==> config.mk <==
export PLATFORM = sky130hd
export DESIGN_NAME = tlr_front
export DESIGN_NICKNAME = d
export VERILOG_FILES = /design/src/hdl/tlr_pkg.sv /design/src/hdl/tlr_front.sv
export SDC_FILE = /design/constraint.sdc
export NUM_CORES = 1
export LEC_CHECK = 0
export ABC_AREA = 1
export BUFFER_PORTS_ARGS = -buffer_cell sky130_fd_sc_hd__buf_2
export CORE_UTILIZATION = 46
export DETAILED_ROUTE_END_ITERATION = 8
export PLACE_DENSITY = 0.84
export SYNTH_ARGS = -nofsm -noshare
export SYNTH_HDL_FRONTEND = slang
export SYNTH_SLANG_ARGS = --single-unit
==> constraint.sdc <==
create_clock -name vclk -period 4.4
set_input_delay 1.1 -clock vclk [all_inputs]
set_output_delay 1.1 -clock vclk [all_outputs]
set_load 0.01 [all_outputs]
==> src/hdl/tlr_pkg.sv <==
package tlr_pkg;

    localparam int COORD_W     = 32;
    localparam int WIDTH_W     = 40;
    localparam int STATUS_W    = 3;
    localparam int CFG_IDX_W   = 1;
    localparam int QUEUE_DEPTH = 2;

    localparam logic [1:0] MODE_START = 2'd0;
    localparam logic [1:0] MODE_LOAD  = 2'd1;
    localparam logic [1:0] MODE_QUERY = 2'd2;

    localparam logic [STATUS_W-1:0] STATUS_OK    = 3'd0;
    localparam logic [STATUS_W-1:0] STATUS_BAD   = 3'd1;
    localparam logic [STATUS_W-1:0] STATUS_FULL  = 3'd2;
    localparam logic [STATUS_W-1:0] STATUS_RANGE = 3'd3;
    localparam logic [STATUS_W-1:0] STATUS_FATAL = 3'd4;

    localparam logic [CFG_IDX_W-1:0] CFG_REVERSE = 1'b0;
    localparam logic [CFG_IDX_W-1:0] CFG_FATAL   = 1'b1;

    localparam logic [WIDTH_W-1:0] WIDTH_MAX = '1;

    typedef enum logic [1:0] {
        OP_START,
        OP_LOAD,
        OP_QUERY,
        OP_NOP
    } cmd_op_t;

    typedef struct packed {
        logic [1:0]                mode;
        logic signed [COORD_W-1:0] exon_start;
        logic signed [COORD_W-1:0] exon_end;
        logic                      minus_strand;
        logic signed [COORD_W-1:0] location;
        logic                      location_missing;
    } in_item_t;

    typedef struct packed {
        logic [STATUS_W-1:0]       status;
        logic signed [COORD_W-1:0] ref_location;
        logic                      ref_valid;
        logic [WIDTH_W-1:0]        width_total;
    } out_item_t;

    typedef struct packed {
        logic reverse_on_minus;
        logic fatal_out_of_range;
    } cfg_t;

    typedef struct packed {
        cmd_op_t                   op;
        logic                      minus_strand;
        logic signed [COORD_W-1:0] exon_start;
        logic signed [COORD_W-1:0] exon_end;
        logic [COORD_W:0]          exon_width;
        logic                      exon_neg;
        logic [COORD_W-2:0]        location;
        logic                      location_low;
        logic                      location_missing;
    } cmd_t;

    typedef struct packed {
        logic signed [COORD_W-1:0] exon_start;
        logic signed [COORD_W-1:0] exon_end;
    } exon_t;

endpackage

==> src/hdl/tlr_front.sv <==
module tlr_front (
    input  logic              s_valid,
    output logic              s_ready,
    input  tlr_pkg::in_item_t s_data,
    input  logic              queue_full,
    output logic              push,
    output tlr_pkg::cmd_t     push_cmd
);

    logic signed [tlr_pkg::COORD_W+1:0] span;

    assign s_ready = !queue_full;
    assign push    = s_valid && !queue_full;

    // The exon width needs two extra bits: end - start + 1 spans a 34-bit signed range.
    assign span = (tlr_pkg::COORD_W+2)'(s_data.exon_end)
                - (tlr_pkg::COORD_W+2)'(s_data.exon_start)
                + (tlr_pkg::COORD_W+2)'(1);

    always_comb begin
        push_cmd = '0;
        case (s_data.mode)
            tlr_pkg::MODE_START: push_cmd.op = tlr_pkg::OP_START;
            tlr_pkg::MODE_LOAD:  push_cmd.op = tlr_pkg::OP_LOAD;
            tlr_pkg::MODE_QUERY: push_cmd.op = tlr_pkg::OP_QUERY;
            default:             push_cmd.op = tlr_pkg::OP_NOP;
        endcase
        push_cmd.minus_strand     = s_data.minus_strand;
        push_cmd.exon_start       = s_data.exon_start;
        push_cmd.exon_end         = s_data.exon_end;
        push_cmd.exon_width       = span[tlr_pkg::COORD_W:0];
        push_cmd.exon_neg         = span[tlr_pkg::COORD_W+1];
        push_cmd.location         = s_data.location[tlr_pkg::COORD_W-2:0];
        push_cmd.location_low     = s_data.location[tlr_pkg::COORD_W-1]
                                    || (s_data.location == '0);
        push_cmd.location_missing = s_data.location_missing;
    end

endmodule

* Word level (Yosys, flattened, before mapping)
Cells that the tools add are included.
** Storage, ports and cells
- Flip-flop bits (word level) :: 0
- Bits of input ports :: 102
- Output and inout port bits :: 136
- Word-level logic and storage cells :: 10
** Cells by class
- Add/sub/neg operators :: 2
- Equal/unequal tests :: 2
- Multiplexer cells :: 1
- Reduce and logical (&&, ||, !) cells :: 5
** Operators by type and width (number)
- $add 33x2->34 const B :: 1
- $sub 32x32->33 :: 1
- $logic_not 32->1 :: 1
- $pmux 2 s3 :: 1
- $eq 2x1->1 const B :: 1
- $eq 2x2->1 const B :: 1
- $logic_not 2->1 :: 1
- $logic_and 1x1->1 :: 1
- $logic_not 1->1 :: 1
- $logic_or 1x1->1 :: 1

* Depth between registers and ports, before layout
Gate-level depths: netlist of run 1.
- Depth after elaboration :: 2
- Gate-level depth with buffers :: 15

* Worst setup path before layout of run 1
OpenSTA, ideal clock, no wires.
- Path type :: input -> output
- From :: in s_data[35] in the netlist's numbering
- To :: out push_cmd[33] in the netlist's numbering
- Arrival time :: 2.727 ns
- Path slack :: 0.573 ns
- Cell stages on the path :: 15
- Path buffers :: 0
- Cells stage by stage :: inv_1 -> ha_1 -> inv_1 -> ha_1 -> fa_1 -> nand2_1 -> nand2_1 -> nand3_1 -> nand2_2 -> nand2_1 -> nand2_2 -> nand2_1 -> nand2_1 -> nand2_1 -> nand2_1
** RTL lines
- start: declaration :: RTL line tlr_front.sv:4 : input tlr_pkg::in_item_t s_data,
- end: declaration :: RTL line tlr_front.sv:7 : output tlr_pkg::cmd_t push_cmd

==> summary.txt, run 1 <==
Routing
  • Post-DRT Antenna Nets: 0
  • Vias/cell: 4.59
  • Post-Route WL: 10.6 mm
  • DRC Markers: 0
  • Detailed Route Iter0 Violations: 121
  • Vias post-DR: 4301
  • Drt first pass iters: 4
  • Routed wire length per instance: 11.3 um

Layout
  • Seq_cells: 0
  • Register Area: 0 um2
  • Synth-to-layout area growth: 14.6%
  • Layout cells sized above 1: 28.5%
  • Clk_buf instances: 0
  • Final nets: 1004

Logic synthesis
  • Top-area cell type share of the netlist area: 24.8%
  • Syn Area/Cell: 5.37 um2
  • Syn_nets: 870
  • Synthesized cell area: 3780 um2
  • Mapped Cells: 703
  • Post-synth top cells: nand2_1, inv_1, buf_4
  • Yosys top cell by area: nand2_1
  • Sequential area share after synthesis: 0%
  • Most frequent cell after synthesis: nand2_1
  • Synth top area cells: nand2_1, ha_1, buf_4, inv_1, nor2_1
  • Syn. warnings: 0
  • Distinct cell type count after synthesis: 19

Placement
  • Routability cong.: 0.918
  • Detailed placer's ending HPWL: 9.89 mm
  • I/O Buffers: 230

CTS
  • Setup repair bufs after CTS: 0
  • Post-cts resize count: 0
  • Cts hold-fix bufs: 0

STA
  • Final Cycle Share: 94.6%
  • RSZ-0062 raised after global routing: no
  • Hold Violations, Final: 0
  • Hold_ws: 2.20 ns
  • Max-Slew Margin vs Limit: 79.4%
  • Crit path time final: 4.16 ns
  • Setup TNS: 0 ns
  • Max frequency: 0.240 GHz
  • Worst Tran Pin Value: 0.307 ns
  • Final slew viol count: 0
  • Setup violations, final: 0

Global route
  • Total congestion overflow: 0
  • First-pass GRT wire length: 16.3 mm
  • Vias in the first global route: 3791
  • Initial antenna violation count: 1
  • Largest net degree at the start of global routing: 7
  • Tot GR Track Use: 23.3%

Pwr
  • Maximum VDD drop: 0.0820 mV
  • Leakage: 3.19 nW
  • P per Cell Area: 160 nW/um2

Worst setup path
  • CP Capture Type: output port
  • WS Path Type: primary input to output port
  • Startpoint Class: primary input
  • CP Max Fanout: 3
  • Critical path required time: 3.30 ns
  • Crit path DAT: 3.06 ns
  • Worst setup path startpoint: s_data[35]

Run status
  • Status: complete, no violations

Floorplanning
  • Chip Height: 92.6 um
  • Die width: 92.6 um
  • Row Count: 32
  • Core ar.: 7850 um2
  • Die area: 8580 um2
  • I/O pin cnt: 238
  • Starting density of the core: 48.2%

Hold path
  • Worst hold path type: primary input to output port
  • Hold depth: 0
  • Hold Startpoint: s_data[0]
  • Hold-critical path endpoint: push_cmd[0]

Job
  • Max Cap Viol: 0
[power by group]
| part | switching (W) | total, W | internal, W | leakage, nW |
|---|---|---|---|---|
| clock network | 0 | 0.0000000000304 | 0.0000000000304 | 0.00000634 |
| logic | 0.000423 | 0.000695 | 0.000272 | 3.19 |
| registers | 0 | 0 | 0 | 0 |
[cell families after synthesis]
logic type / share of synthesized area [%]
AOI/OAI and AO/OA: 2.98
buffers and inverters: 35.7
xor gates and xnor gates: 3.48
adders and majority gates: 21.7
and+or+nand+nor: 36.2
[through the flow]
stage,total power (W),std cells,util (%),setup slack [ns],instance area (um2)
after floorplan,0.000491,703,-,0.573,3780
after global placement,0.000691,937,55.2,0.266,4330
after detailed placement,0.000695,937,55.2,0.236,4330
after CTS,0.000700,937,55.2,0.216,4330
after global routing,0.000785,938,55.2,0.0639,4330
final,0.000695,938,55.2,0.237,4330
[cell usage in the layout (no fill, tap or decap)]
cell type,instances
inv_1,163
ha_1,64
fa_1,1
o21bai_1,1
nand3_2,1
nor3_1,6
nor2_1,38
nand4_1,5
nand2_2,6
xor2_1,14
nor4_1,8
a21oi_1,20
buf_2,230
nand3_1,24
nand2_1,250
buf_4,1
or2_1,1
o21ai_0,1
xnor2_1,1
diode_2,1
[per-layer routing]
layer / global-route usage, % / part of all wire [%] / vias up
met2: 47.8 / 52 / 154
met3: 2.13 / 6.7 / 14
met5: 0 / 0 / -
met4: 3.72 / 2.3 / 0
met1: 25.8 / 39 / 1853
li1: - / - / 2280
[how the worst max path moves through the flow]
stage                     cells after the start           end  slack [ns]
after detailed placement                     17  push_cmd[65]        0.24
final                                        17  push_cmd[63]        0.24
after global routing                         17  push_cmd[65]        0.06
after floorplan                              15  push_cmd[33]        0.57
after global placement                       17  push_cmd[63]        0.27
after CTS                                    17  push_cmd[65]        0.22
[critical path, stage by stage]
cell and delay (ns):
buf_2 0.09, inv_1 0.04, ha_1 0.27, inv_1 0.04, ha_1 0.22, fa_1 0.40, nand2_1 0.08, nand2_1 0.08
nand3_1 0.10, nand2_2 0.09, nand2_1 0.08, nand2_2 0.07, nand2_1 0.10, nand2_1 0.06, nand2_1 0.05, nand2_1 0.06
buf_2 0.14
[final cells by class]
| type | instances | area, um2 |
|---|---|---|
| inverter | 163 | 612 |
| multi-input combinational | 441 | 2430 |
| timing repair buffer | 231 | 1160 |
| tap | 102 | 128 |
| antenna | 1 | 2.50 |
| fill | 858 | 3520 |
No activity file was read; power rests on OpenSTA's default activity.
==> run 2: changes to the inputs <==
- BUFFER_PORTS_ARGS: -buffer_cell sky130_fd_sc_hd__buf_2 -> unset
- CORE_AREA: unset -> 2 2 91 93
- CORE_UTILIZATION: 46 -> unset
- DIE_AREA: unset -> 0 0 93 95
- DONT_BUFFER_PORTS: unset -> 1
- PLACE_DENSITY: 0.84 -> 0.61
==> run 2 against run 1 <==
Critical endpoint is now push_cmd[65]. Non-clock buffer count down 231. Maximum frequency increased by 1.7%. Combinational power is 27% lower. Utilization fell by 15 points. Via count shrank 21%. Critical path depth shrank 3. Global-route usage is 2.9 points lower. Sequential share of layout area did not move. Worst hold slack did not move. Final area down 27%. First-iteration DRC count shrank 3.3%.
==> summary.txt, run 2 (synthesis results as in run 1) <==
Routing
  • Post-Route WL: 9.36 mm
  • DRC Markers: 0
  • Routed wire length per instance: 13.2 um
  • Detailed Route Iter0 Violations: 117
  • Vias/cell: 4.78
  • Drt first pass iters: 4
  • Post-DRT Antenna Nets: 0
  • Vias post-DR: 3392

Global route
  • Vias in the first global route: 3240
  • First-pass GRT wire length: 14.7 mm
  • Initial antenna violation count: 0
  • Largest net degree at the start of global routing: 7
  • Tot GR Track Use: 20.4%
  • Total congestion overflow: 0

Pwr
  • Gate power share: 100.0%
  • Leakage: 2.28 nW
  • Clock power share: 0%
  • Total internal power: 0.000159 W
  • Sw Ratio: 68.5%
  • Switch Pwr: 0.000345 W
  • Power share of the sequential group: 0%
  • P per Cell Area: 159 nW/um2
  • Maximum VDD drop: 0.0819 mV

Floorplanning
  • I/O pin cnt: 238
  • Die width: 93 um
  • Core ar.: 7930 um2
  • Chip Height: 95 um
  • Die area: 8840 um2
  • Row Count: 33
  • Starting density of the core: 47.7%

CTS
  • Cts hold-fix bufs: 0
  • Setup repair bufs after CTS: 0
  • Post-cts resize count: 0

Layout
  • Layout cells sized above 1: 1.16%
  • Final Util: 40.0%
  • Commonest non-fill, non-tap cells in the layout: nand2_1, inv_1, ha_1
  • Seq_cells: 0
  • Final nets: 773
  • Register Area: 0 um2
  • Most common cell after layout, fill and taps aside: nand2_1
  • Synth-to-layout area growth: -16.0%
  • Clk_buf instances: 0
  • Filler cells: 934
  • Antenna Cells: 0

STA
  • RSZ-0062 raised after global routing: no
  • Max frequency: 0.244 GHz
  • Hold Violations, Final: 0
  • Final Cycle Share: 93.0%
  • Final setup margin: 0.308 ns
  • Setup violations, final: 0
  • Crit path time final: 4.09 ns
  • Final slew viol count: 0
  • Setup TNS: 0 ns
  • Worst Tran Pin Value: 0.364 ns
  • Max-Slew Margin vs Limit: 75.5%

Worst setup path
  • Crit path DAT: 2.99 ns
  • CP Capture Type: output port
  • Startpoint Class: primary input
  • CP Max Fanout: 3
  • WS Path Type: primary input to output port
  • Critical path required time: 3.30 ns

Placement
  • Place WS: 0.320 ns
  • I/O Buffers: 0
  • Detailed placer's ending HPWL: 8.63 mm
  • Routability cong.: 0.898

Hold path
  • Worst hold path type: primary input to output port

Run status
  • Status: complete, no violations

Job
  • Max Cap Viol: 0
## run 2: cell types whose count changed in the layout (fill, tap and decap cells not counted), sizes merged
| cell | delta |
|---|---|
| diode | -1 |
| buf | -231 |
## run 2: power by group through the flow
stage / combinational, W / clock, W / sequential [W]
after floorplan: 0.000491 / 0 / 0
after global placement: 0.000503 / 0 / 0
after detailed placement: 0.000507 / 0 / 0
after CTS: 0.000510 / 0 / 0
after global routing: 0.000581 / 0 / 0
final: 0.000504 / 0 / 0
## run 2: through the flow
stage	hold slack (ns)	area, um2	total power, W	instances
finish	2.20	3170	0.000504	709
global route	2.20	3170	0.000581	709
CTS	2.20	3170	0.000510	709
detailed placement	2.20	3170	0.000507	709
global placement	2.20	3170	0.000503	709
floorplan	2.24	3780	0.000491	703
## run 2: worst max-delay path, stage by stage
cell	delay, ns
inv_1	0.02
ha_1	0.26
inv_1	0.04
ha_1	0.23
fa_1	0.44
nand2_1	0.10
nand2_1	0.09
nand3_1	0.08
nand2_1	0.08
nand2_1	0.07
nand2_1	0.14
nand2_1	0.12
nand3_1	0.07
nand2_1	0.14
## run 2: routing by layer
metal | vias up | routed length, um | global-route usage, % | share of wire [%]
li1 | 1807 | - | - | -
met1 | 1440 | 3680 | 22.4 | 39
met2 | 131 | 4750 | 40.7 | 51
met5 | - | 0 | 0 | 0
met3 | 14 | 784 | 3.99 | 8.4
met4 | 0 | 149 | 3.19 | 1.6
## run 2: path summary, 6_finish.rpt
kind,from,endpoint,slack [ns],cells after the start
worst max-delay path,s_data[35],push_cmd[65],0.31,14
worst min-delay path,s_data[67],push_cmd[100],2.20,0
## run 2: final cells by class
type	count	area (um2)	share of cell area, %
multi-input cells	441	2430	76.6
inverters	163	612	19.3
well taps	105	131	4.14
