File: config.mk
export PLATFORM = sky130hd
export DESIGN_NAME = tlr_queue
export DESIGN_NICKNAME = d
export VERILOG_FILES = /design/src/hdl/tlr_pkg.sv /design/src/hdl/tlr_queue.sv
export SDC_FILE = /design/constraint.sdc
export NUM_CORES = 1
export LEC_CHECK = 0
export BUFFER_PORTS_ARGS = -buffer_cell sky130_fd_sc_hd__buf_4
export CORE_ASPECT_RATIO = 1.2
export CORE_MARGIN = 2
export CORE_UTILIZATION = 28
export DETAILED_ROUTE_END_ITERATION = 16
export GPL_ROUTABILITY_DRIVEN = 1
export PLACE_DENSITY = 0.45
export SYNTH_ARGS = -nofsm -noshare
export SYNTH_HDL_FRONTEND = slang
export SYNTH_SLANG_ARGS = --single-unit
File: constraint.sdc
create_clock -name aclk -period 8.9 [get_ports aclk]
set_input_delay 0.445 -clock aclk [delete_from_list [all_inputs] [get_ports aclk]]
set_output_delay 0.445 -clock aclk [all_outputs]
set_load 0.02 [all_outputs]
File: src/hdl/tlr_pkg.sv
package tlr_pkg;

    localparam int COORD_W     = 32;
    localparam int WIDTH_W     = 40;
    localparam int STATUS_W    = 3;
    localparam int CFG_IDX_W   = 1;
    localparam int QUEUE_DEPTH = 2;

    localparam logic [1:0] MODE_START = 2'd0;
    localparam logic [1:0] MODE_LOAD  = 2'd1;
    localparam logic [1:0] MODE_QUERY = 2'd2;

    localparam logic [STATUS_W-1:0] STATUS_OK    = 3'd0;
    localparam logic [STATUS_W-1:0] STATUS_BAD   = 3'd1;
    localparam logic [STATUS_W-1:0] STATUS_FULL  = 3'd2;
    localparam logic [STATUS_W-1:0] STATUS_RANGE = 3'd3;
    localparam logic [STATUS_W-1:0] STATUS_FATAL = 3'd4;

    localparam logic [CFG_IDX_W-1:0] CFG_REVERSE = 1'b0;
    localparam logic [CFG_IDX_W-1:0] CFG_FATAL   = 1'b1;

    localparam logic [WIDTH_W-1:0] WIDTH_MAX = '1;

    typedef enum logic [1:0] {
        OP_START,
        OP_LOAD,
        OP_QUERY,
        OP_NOP
    } cmd_op_t;

    typedef struct packed {
        logic [1:0]                mode;
        logic signed [COORD_W-1:0] exon_start;
        logic signed [COORD_W-1:0] exon_end;
        logic                      minus_strand;
        logic signed [COORD_W-1:0] location;
        logic                      location_missing;
    } in_item_t;

    typedef struct packed {
        logic [STATUS_W-1:0]       status;
        logic signed [COORD_W-1:0] ref_location;
        logic                      ref_valid;
        logic [WIDTH_W-1:0]        width_total;
    } out_item_t;

    typedef struct packed {
        logic reverse_on_minus;
        logic fatal_out_of_range;
    } cfg_t;

    typedef struct packed {
        cmd_op_t                   op;
        logic                      minus_strand;
        logic signed [COORD_W-1:0] exon_start;
        logic signed [COORD_W-1:0] exon_end;
        logic [COORD_W:0]          exon_width;
        logic                      exon_neg;
        logic [COORD_W-2:0]        location;
        logic                      location_low;
        logic                      location_missing;
    } cmd_t;

    typedef struct packed {
        logic signed [COORD_W-1:0] exon_start;
        logic signed [COORD_W-1:0] exon_end;
    } exon_t;

endpackage

File: src/hdl/tlr_queue.sv
module tlr_queue (
    input  logic          aclk,
    input  logic          aresetn,
    input  logic          push,
    input  tlr_pkg::cmd_t push_cmd,
    output logic          full,
    output logic          pop_valid,
    input  logic          pop_ready,
    output tlr_pkg::cmd_t pop_cmd
);

    localparam int PTR_W = (tlr_pkg::QUEUE_DEPTH > 1) ? $clog2(tlr_pkg::QUEUE_DEPTH) : 1;
    localparam int CNT_W = $clog2(tlr_pkg::QUEUE_DEPTH + 1);

    tlr_pkg::cmd_t    slot_reg [tlr_pkg::QUEUE_DEPTH];
    logic [PTR_W-1:0] wr_ptr_reg;
    logic [PTR_W-1:0] rd_ptr_reg;
    logic [CNT_W-1:0] fill_reg;
    logic             pop;

    assign full      = (fill_reg == CNT_W'(tlr_pkg::QUEUE_DEPTH));
    assign pop_valid = (fill_reg != '0);
    assign pop       = pop_valid && pop_ready;
    assign pop_cmd   = slot_reg[rd_ptr_reg];

    always_ff @(posedge aclk) begin
        if (push) begin
            slot_reg[wr_ptr_reg] <= push_cmd;
        end
    end

    always_ff @(posedge aclk) begin
        if (!aresetn) begin
            wr_ptr_reg <= '0;
            rd_ptr_reg <= '0;
            fill_reg   <= '0;
        end else begin
            if (push) begin
                wr_ptr_reg <= (wr_ptr_reg == PTR_W'(tlr_pkg::QUEUE_DEPTH - 1))
                              ? '0 : wr_ptr_reg + PTR_W'(1);
            end
            if (pop) begin
                rd_ptr_reg <= (rd_ptr_reg == PTR_W'(tlr_pkg::QUEUE_DEPTH - 1))
                              ? '0 : rd_ptr_reg + PTR_W'(1);
            end
            if (push && !pop) begin
                fill_reg <= fill_reg + CNT_W'(1);
            end else if (pop && !push) begin
                fill_reg <= fill_reg - CNT_W'(1);
            end
        end
    end

    a_fill_bound: assert property (@(posedge aclk) disable iff (!aresetn)
        fill_reg <= CNT_W'(tlr_pkg::QUEUE_DEPTH))
        else $error("queue fill count beyond its depth");

endmodule

# After elaboration in Yosys (flattened, before gate mapping)
# Memory sizes are Yosys's and may differ from the RTL's. A register that Yosys moved wholly into a read port is not among the register bits.
# Index checks and enable logic that the tools add are counted.
dict set report word_totals {
  out_inout_bits 136
  ram_bits 268
  ff_bits 4
  memories 1
  word_cells 24
}
# name words word_bits rd rd_clocked_by_memory_dff write_ports line
set memory_table {}
lappend memory_table {slot_reg 2 134 1 1 1 tlr_queue.sv:15} ;# tlr_pkg::cmd_t slot_reg [tlr_pkg::QUEUE_DEPTH];
dict set report classes {
  add_sub_neg 4
  reduce_logical 7
  n_eq_ne 1
  mux 8
}
# cell n
set op_table {}
lappend op_table {{2-to-1 mux 1 bit} 6}
lappend op_table {{2-to-1 mux 2 bit} 2}
lappend op_table {{nonzero test 2 bit} 2}
lappend op_table {{logical AND 1 bit} 3}
lappend op_table {{adder 1 bit, second input constant} 2}
lappend op_table {{adder 2 x 1 -> 2 bit, second input constant} 1}
lappend op_table {{== test 2 bit, second input constant} 1}
lappend op_table {{logical NOT 1 bit} 2}
lappend op_table {{subtractor 2 x 1 -> 2 bit, second input constant} 1}

# Longest topological paths before layout
# Gate-level depths: netlist of run 1.
dict set report depth {
  word_depth 5
  mapped_depth 5
  ltp_nobuf 5
}

# Least setup slack after synthesis of run 1
# Ideal clock, no wire load.
dict set report synth_timing {
  path_kind {input -> register}
  from {input push}
  to {memory slot_reg[0][0] (netlist name) (enable)}
  cell_stages 1
  arrival_time_ps 6280
  path_slack_ps 1975
  t_required_ps 8255
  setup_time_ps 645
  cell_sequence {nor2b_1}
}
dict set report synth_via {
  elab_chain_cells 2
}
# element line
set synth_lines {}
lappend synth_lines {{start, declared} tlr_queue.sv:4} ;# input logic push,
lappend synth_lines {{2-to-1 mux 1 bit} tlr_queue.sv:27} ;# if (push) begin
lappend synth_lines {{2-to-1 mux 1 bit (implied by the code)} tlr_queue.sv:28} ;# slot_reg[wr_ptr_reg] <= push_cmd;
lappend synth_lines {{end, declared} tlr_queue.sv:15}
# Every way passes these cells.

==> impl_results.md, run 1 <==
* Outcome: complete, no violations
* Hold Buf Count CTS at 0
* Cells along the critical path: buf_4 -> mux2_2 -> buf_4
* Core box area at around 36000 µm²
* H-tree levels at 1
* Post-synthesis instance total at 439
* Reg-to-reg slack, setup at 6370 ps
* Layout area overhead at 34.7%
* Clk_lat worst skew at 550 ps
* WL final at 21700 µm
* Post_cts resized at 0
* Pre-antenna DRT Iters at 4
* Seq pwr share at 0.411
* Clock power share at 0.318
* Tmin final at roughly 3000 ps
* Crit end category: output pin
* Largest cells by area after synthesis: edfxtp_1 79%, mux2_4 8.9%, mux2_2 8.2%
* Setup TNS at 0 ps
* Largest net degree at the start of global routing at 75
* Nets@finish at roughly 870
* Hold Path Sink: slot_reg[1][68]$_DFFE_PP_
* Max VDD drop at 148 µV
* Fin cells at 1225
* Data arrival, critical path at about 2600 ps
* Library cells used by synthesis at 17
* Synth warnings at 0
* Post-synth EDFFs at 268
* Kind of critical path: reg2out
* Sequential area share after synthesis at 0.805
* Most used cell, CP: buf_4
* Sw Ratio at 0.274
* Slew margin rel. at 0.282
* DRC at 0
* Die area at 37700 µm²
* Area of the multi-input gates at 1860 µm²
* WP buf/inv at 2
* Mapped Nets at 578
* Final instance area at 13600 µm²
* Top post-synthesis cells by count: 268 x edfxtp_1, 74 x mux2_2, 60 x mux2_4, 8 x buf_6, 7 x buf_2
* IO Pins at 274
* Fin. max-slew vios at 0
* Worst hold path type: in2reg
* Hold path startpoint: push_cmd[68]
* CP Max Fanout at 61
* CP peak stage delay at 780 ps
* Int Power at 2.72 mW
* Initial DRC count at about 210
* Antenna-violating nets left at 0
* Comb power frac at 0.271
* Grt total ovfl at 0
* R2R depth at 2
* Pwr Density at ~270 nW/µm²
* Worst path top cell family by delay: buffers and inverters
* Hpwl dp at 14300 µm
* # rows at 76
* Endpoints failing hold at 0
* Die height at 212 µm
* Worst Max-Slew Pin Slew at roughly 1100 ps
* RR Startpoint: wr_ptr_reg$_SDFFE_PN0P_
* CP Launch Type: flip-flop
* Capturing point of the worst reg2reg path: slot_reg[1][25]$_DFFE_PP_
* Avg Cell Area, Syn at 23.1 µm²
* Layout cells sized above 1 at 0.603
* First-pass GRT wire length at 31500 µm
* Via count at between 5k and 6k
* Critical Path Slowest Stage Cell: buf_4
* Total CTS buffers at 30
* CTS sink count at 273
* Cell with the most instances after synthesis: edfxtp_1
* Skew final at between 5 and 6 ps
* I/O Buffers at 273
* CTS tree: done
* Routed wire per std cell at ~18 µm
* Vias in the first global route at about 5.5k
* Clock-pin slew on the worst setup and hold paths at 60 ps
* Initial antenna violation count at 4
* Data required time of the worst path at 8460 ps
* Clock Path Buffers at 3
* Async S/R FF share, synth at 0
* Root Driver: clkbuf_16
* Reg area at 8150 µm²
* Final setup viols at 0
* Setup bufs post-CTS at 0
* Max Cap Viol at 0
* Tcrit/Tclk final at 0.340
* Synth Cell Area at a little over 10000 µm²
* Flops & latches, synth at roughly 270
* Crit path depth at 3
* Hold depth at 1
* Routability Congestion at 0.705
* Post-synth top area share at 0.795
* Placed cells at 1170
* Fmax at approximately 330 MHz
* Sw power at 1.02 mW
* Via/cell ratio at 4.14
* DP Area at 12700 µm²
* Max reg flops at 268
* Leak at 5.11 nW
* GRT Total Usage at 0.110
* RSZ-0062 raised after global routing: false
* Cell taking the most area after synthesis: edfxtp_1
* Initial Util at 0.283
* Most used flip-flop cell after synthesis: edfxtp_1
* Die width at approximately 180 µm
* FILL cells at 3378
## power by group through the flow
stage          logic (mW)  clock network [mW]  registers (mW)
2_1_floorplan       0.682                   0            1.55
3_3_place_gp         1.03                   0            1.56
4_1_cts              1.04                1.24            1.54
6_report             1.01                1.19            1.54
3_5_place_dp         1.03                   0            1.56
5_1_grt              1.08                1.28            1.54
## kinds of logic (layout without fill, tap and decap cells)
kind of cell | count (synthesis) | after routing | share of synthesized area
adders and majority gates | 1 | 1 | 0.00124
AOI/OAI and AO/OA | 4 | 4 | 0.00247
DFF | 273 | 273 | 0.805
other | 0 | 2 | 0
and+or+nand+nor | 9 | 9 | 0.00556
buffers and inverters | 15 | 331 | 0.0124
xor gates and xnor gates | 3 | 3 | 0.00259
muxes | 134 | 134 | 0.171
## metrics by stage
step           hold WS (ps)  worst slack, ps  total power, mW  utilization
5_1_grt                39.9             5720             3.90        0.381
3_3_place_gp            488             6220             2.58        0.355
2_1_floorplan           474             1970             2.23            -
3_5_place_dp            513             6150             2.60        0.355
6_report               74.6             5870             3.74        0.381
4_1_cts                31.8             5760             3.81        0.381
## cell usage in the layout (no fill, tap or decap)
master | Yosys | layout
bufinv_16 | 0 | 3
o21ai_0 | 1 | 1
clkinv_1 | 0 | 8
or2_2 | 1 | 1
diode_2 | 0 | 2
nor2b_4 | 0 | 1
xnor2_1 | 2 | 2
or3_1 | 1 | 1
nor2b_1 | 3 | 2
edfxtp_1 | 268 | 268
dfxtp_1 | 5 | 4
ha_1 | 1 | 1
mux2_2 | 74 | 74
buf_4 | 0 | 278
clkbuf_16 | 0 | 31
clkinv_2 | 0 | 4
o21ai_1 | 1 | 1
and2_4 | 0 | 1
a21boi_1 | 1 | 1
mux2_4 | 60 | 60
xor2_1 | 1 | 1
o21a_1 | 1 | 1
dfxtp_4 | 0 | 1
and2_1 | 4 | 3
clkbuf_1 | 0 | 6
clkinvlp_4 | 0 | 1
## worst max-delay path by stage
stage / endpoint / startpoint / slack (ps)
6_report: pop_cmd[118] / flip-flop / 5870
5_1_grt: pop_cmd[119] / flip-flop / 5720
4_1_cts: pop_cmd[116] / flip-flop / 5760
3_5_place_dp: slot_reg[1][8]$_DFFE_PP_ / push / 6150
3_3_place_gp: slot_reg[1][3]$_DFFE_PP_ / push / 6220
2_1_floorplan: slot_reg[0][0]$_DFFE_PP_ / push / 1970
## per-layer routing
| layer | track usage | vias to the layer above | share of wire |
|---|---|---|---|
| met4 | 0.0495 | 6 | 0.030 |
| met2 | 0.190 | 186 | 0.51 |
| met3 | 0.0386 | 38 | 0.086 |
| li1 | - | 2339 | - |
| met5 | 0 | - | 0.0020 |
| met1 | 0.122 | 2505 | 0.37 |
## worst reg2reg max path, cell delays in order (launching register included)
cell     delay [ps]
dfxtp_1         380
and2_4          730
buf_4           860
## area by class of cell
class / instances / share of cell area
Antenna cell: 2 / 0.000367
Clock buffer: 37 / 0.0585
Clock inverter: 16 / 0.0108
Multi-Input combinational cell: 151 / 0.137
Sequential cell: 273 / 0.598
Tap cell: 468 / 0.0429
Timing Repair Buffer: 278 / 0.153
Power figures use the tool's default switching activity.
==> run 2, diff against run 1 <==
--- a/config.mk
+++ b/config.mk
@@ -11,7 +11,7 @@
 export CORE_UTILIZATION = 28
 export DETAILED_ROUTE_END_ITERATION = 16
 export GPL_ROUTABILITY_DRIVEN = 1
-export PLACE_DENSITY = 0.45
+export PLACE_DENSITY = 0.47
 export SYNTH_ARGS = -nofsm -noshare
 export SYNTH_HDL_FRONTEND = slang
 export SYNTH_SLANG_ARGS = --single-unit
==> constraint.sdc (replaced) <==
create_clock -name aclk -period 2.4 [get_ports aclk]
set_input_delay 0.12 -clock aclk [delete_from_list [all_inputs] [get_ports aclk]]
set_output_delay 0.12 -clock aclk [all_outputs]
set_load 0.02 [all_outputs]
==> impl_results.md, run 2 (synthesis results as in run 1) <==
* Die area at 37700 µm²
* I/O Buffers at 273
* Die width at between 150 and 200 µm
* Sw power at 3.92 mW
* Sw Ratio at 0.277
* Hold path startpoint: pop_ready
* Leak at 5.72 nW
* Crit end category: output pin
* Slew margin rel. at 0.680
* FILL cells at approximately 3.3k
* Setup slack after layout at 264 ps
* Hold slack at 38.8 ps
* RSZ-0062 raised after global routing: false
* Via count at 5647
* Data required time of the worst path at between 2000 and 2500 ps
* Pwr Density at 936 nW/µm²
* Power, Total at 14.2 mW
* Clk_lat worst skew at around 550 ps
* Fin. max-slew vios at 0
* IO Pins at ~270
* Tcrit/Tclk final at 0.890
* Max Cap Viol at 0
* Layout cells sized above 1 at 0.518
* GRT Total Usage at 0.115
* Kind of critical path: reg2out
* DRC at 0
* Max reg flops at 268
* CP Launch Type: flip-flop
* CTS sink count at around 270
* Worst Max-Slew Pin Slew at 481 ps
* Skew final at 13.2 ps
* Commonest non-fill, non-tap cell in the layout: buf_4
* Layout area overhead at 49.5%
* Routability Congestion at 0.741
* WL final at 22500 µm
* Tmin final at 2140 ps
* Outcome: complete, no violations
* Clock Path Buffers at 3
* Antenna-violating nets left at 0
* Nets@finish at 1016
* Commonest non-fill, non-tap cells in the layout: 277 x buf_4, 268 x edfxtp_1, 136 x dlygate4sd3_1, 74 x mux2_2, 60 x mux2_4
* Ant. Diodes at 0
* Root Driver: clkbuf_16
* Largest net degree at the start of global routing at between 70 and 80
* Pre-antenna DRT Iters at 4
* Via/cell ratio at approximately 4.1
* Final setup viols at 0
* Place WS at about 650 ps
* # rows at 76
* Core box area at about 36000 µm²
* Setup TNS at 0 ps
* Vias in the first global route at 6244
* Endpoints failing hold at 0
* Fmax at 468 MHz
* Seq pwr share at 0.402
* Routed wire per std cell at 16.5 µm
* Int Power at a little over 10 mW
* Initial antenna violation count at 0
* Max VDD drop at ~580 µV
* Clock-pin slew on the worst setup and hold paths at approximately 60 ps
* RR Startpoint: fill_reg[0]$_SDFFE_PN0P_
* Die height at 212 µm
* Total CTS buffers at 29
* Comb power frac at 0.293
* CP Max Fanout at 18
* Hpwl dp at about 14000 µm
* First-pass GRT wire length at 33600 µm
* Data arrival, critical path at 2020 ps
* Grt total ovfl at 0
* Initial Util at 0.283
* H-tree levels at 1
* Initial DRC count at 217
* Clock power share at 0.305
* CTS tree: done
* Worst hold path type: in2reg
## run 2: cell count changes in the layout (fill, tap and decap cells not counted)
cell           delta
buf_16            +1
clkbuf_16         -2
buf_12            +8
clkbuf_1          +2
dfxtp_1           -1
clkinv_4          +1
diode_2           -2
clkinv_1          -5
inv_6             +1
clkinv_2          -2
clkinvlp_4        +2
dlygate4sd3_1   +136
buf_4             -1
dfxtp_2           +1
## run 2: final cells by class
class	count	area (µm²)	area share
flip-flops and latches	273	8150	0.539
repair buffers	422	3630	0.240
multi-input cells	151	1860	0.123
clock buffers	37	756	0.0499
well taps	468	586	0.0387
clock inverters	13	151	0.0100
## run 2: repair_timing
item / 4_1_cts / 5_1_grt
buffers inserted: 0 / 1
setup endpoints to repair: 0 / 16
hold buffers: 136 / 0
resized for setup: 0 / 0
endpoints found under the hold margin: 273 / 0
## run 2: metal layers
metal / vias up / part of all wire / track usage
met5: - / 0 / 0
li1: 2617 / - / -
met4: 0 / 0.027 / 0.0438
met2: 197 / 0.52 / 0.204
met3: 40 / 0.078 / 0.0349
met1: 2793 / 0.38 / 0.128
## run 2: worst paths after layout
check / end / slack (ps) / cells past startpoint
min reg2reg: fill_reg[1]$_SDFFE_PN0P_ / 520 / 2
max reg2reg: fill_reg[1]$_SDFFE_PN0P_ / 980 / 4
max: pop_cmd[2] / 260 / 3
min: flip-flop / 40 / 4
## run 2: power by group through the flow
stage	clock network, mW	logic [mW]	registers, mW
finish	4.32	4.15	5.69
CTS	4.48	4.14	5.74
floorplan	0	2.53	5.70
detailed placement	0	3.94	5.84
global route	4.64	4.40	5.73
global placement	0	3.89	5.82
## run 2: critical path, cell delays in order (launching register included)
cell     delay, ps
dfxtp_4        600
buf_4          320
mux2_2         370
buf_4          160
## run 2: metrics by stage
stage               cell area [µm²]  utilization  cells
floorplan                     10100            -    439
global placement              12800        0.359   1177
detailed placement            12800        0.359   1177
CTS                           15100        0.423   1363
global route                  15100        0.423   1364
finish                        15100        0.423   1364
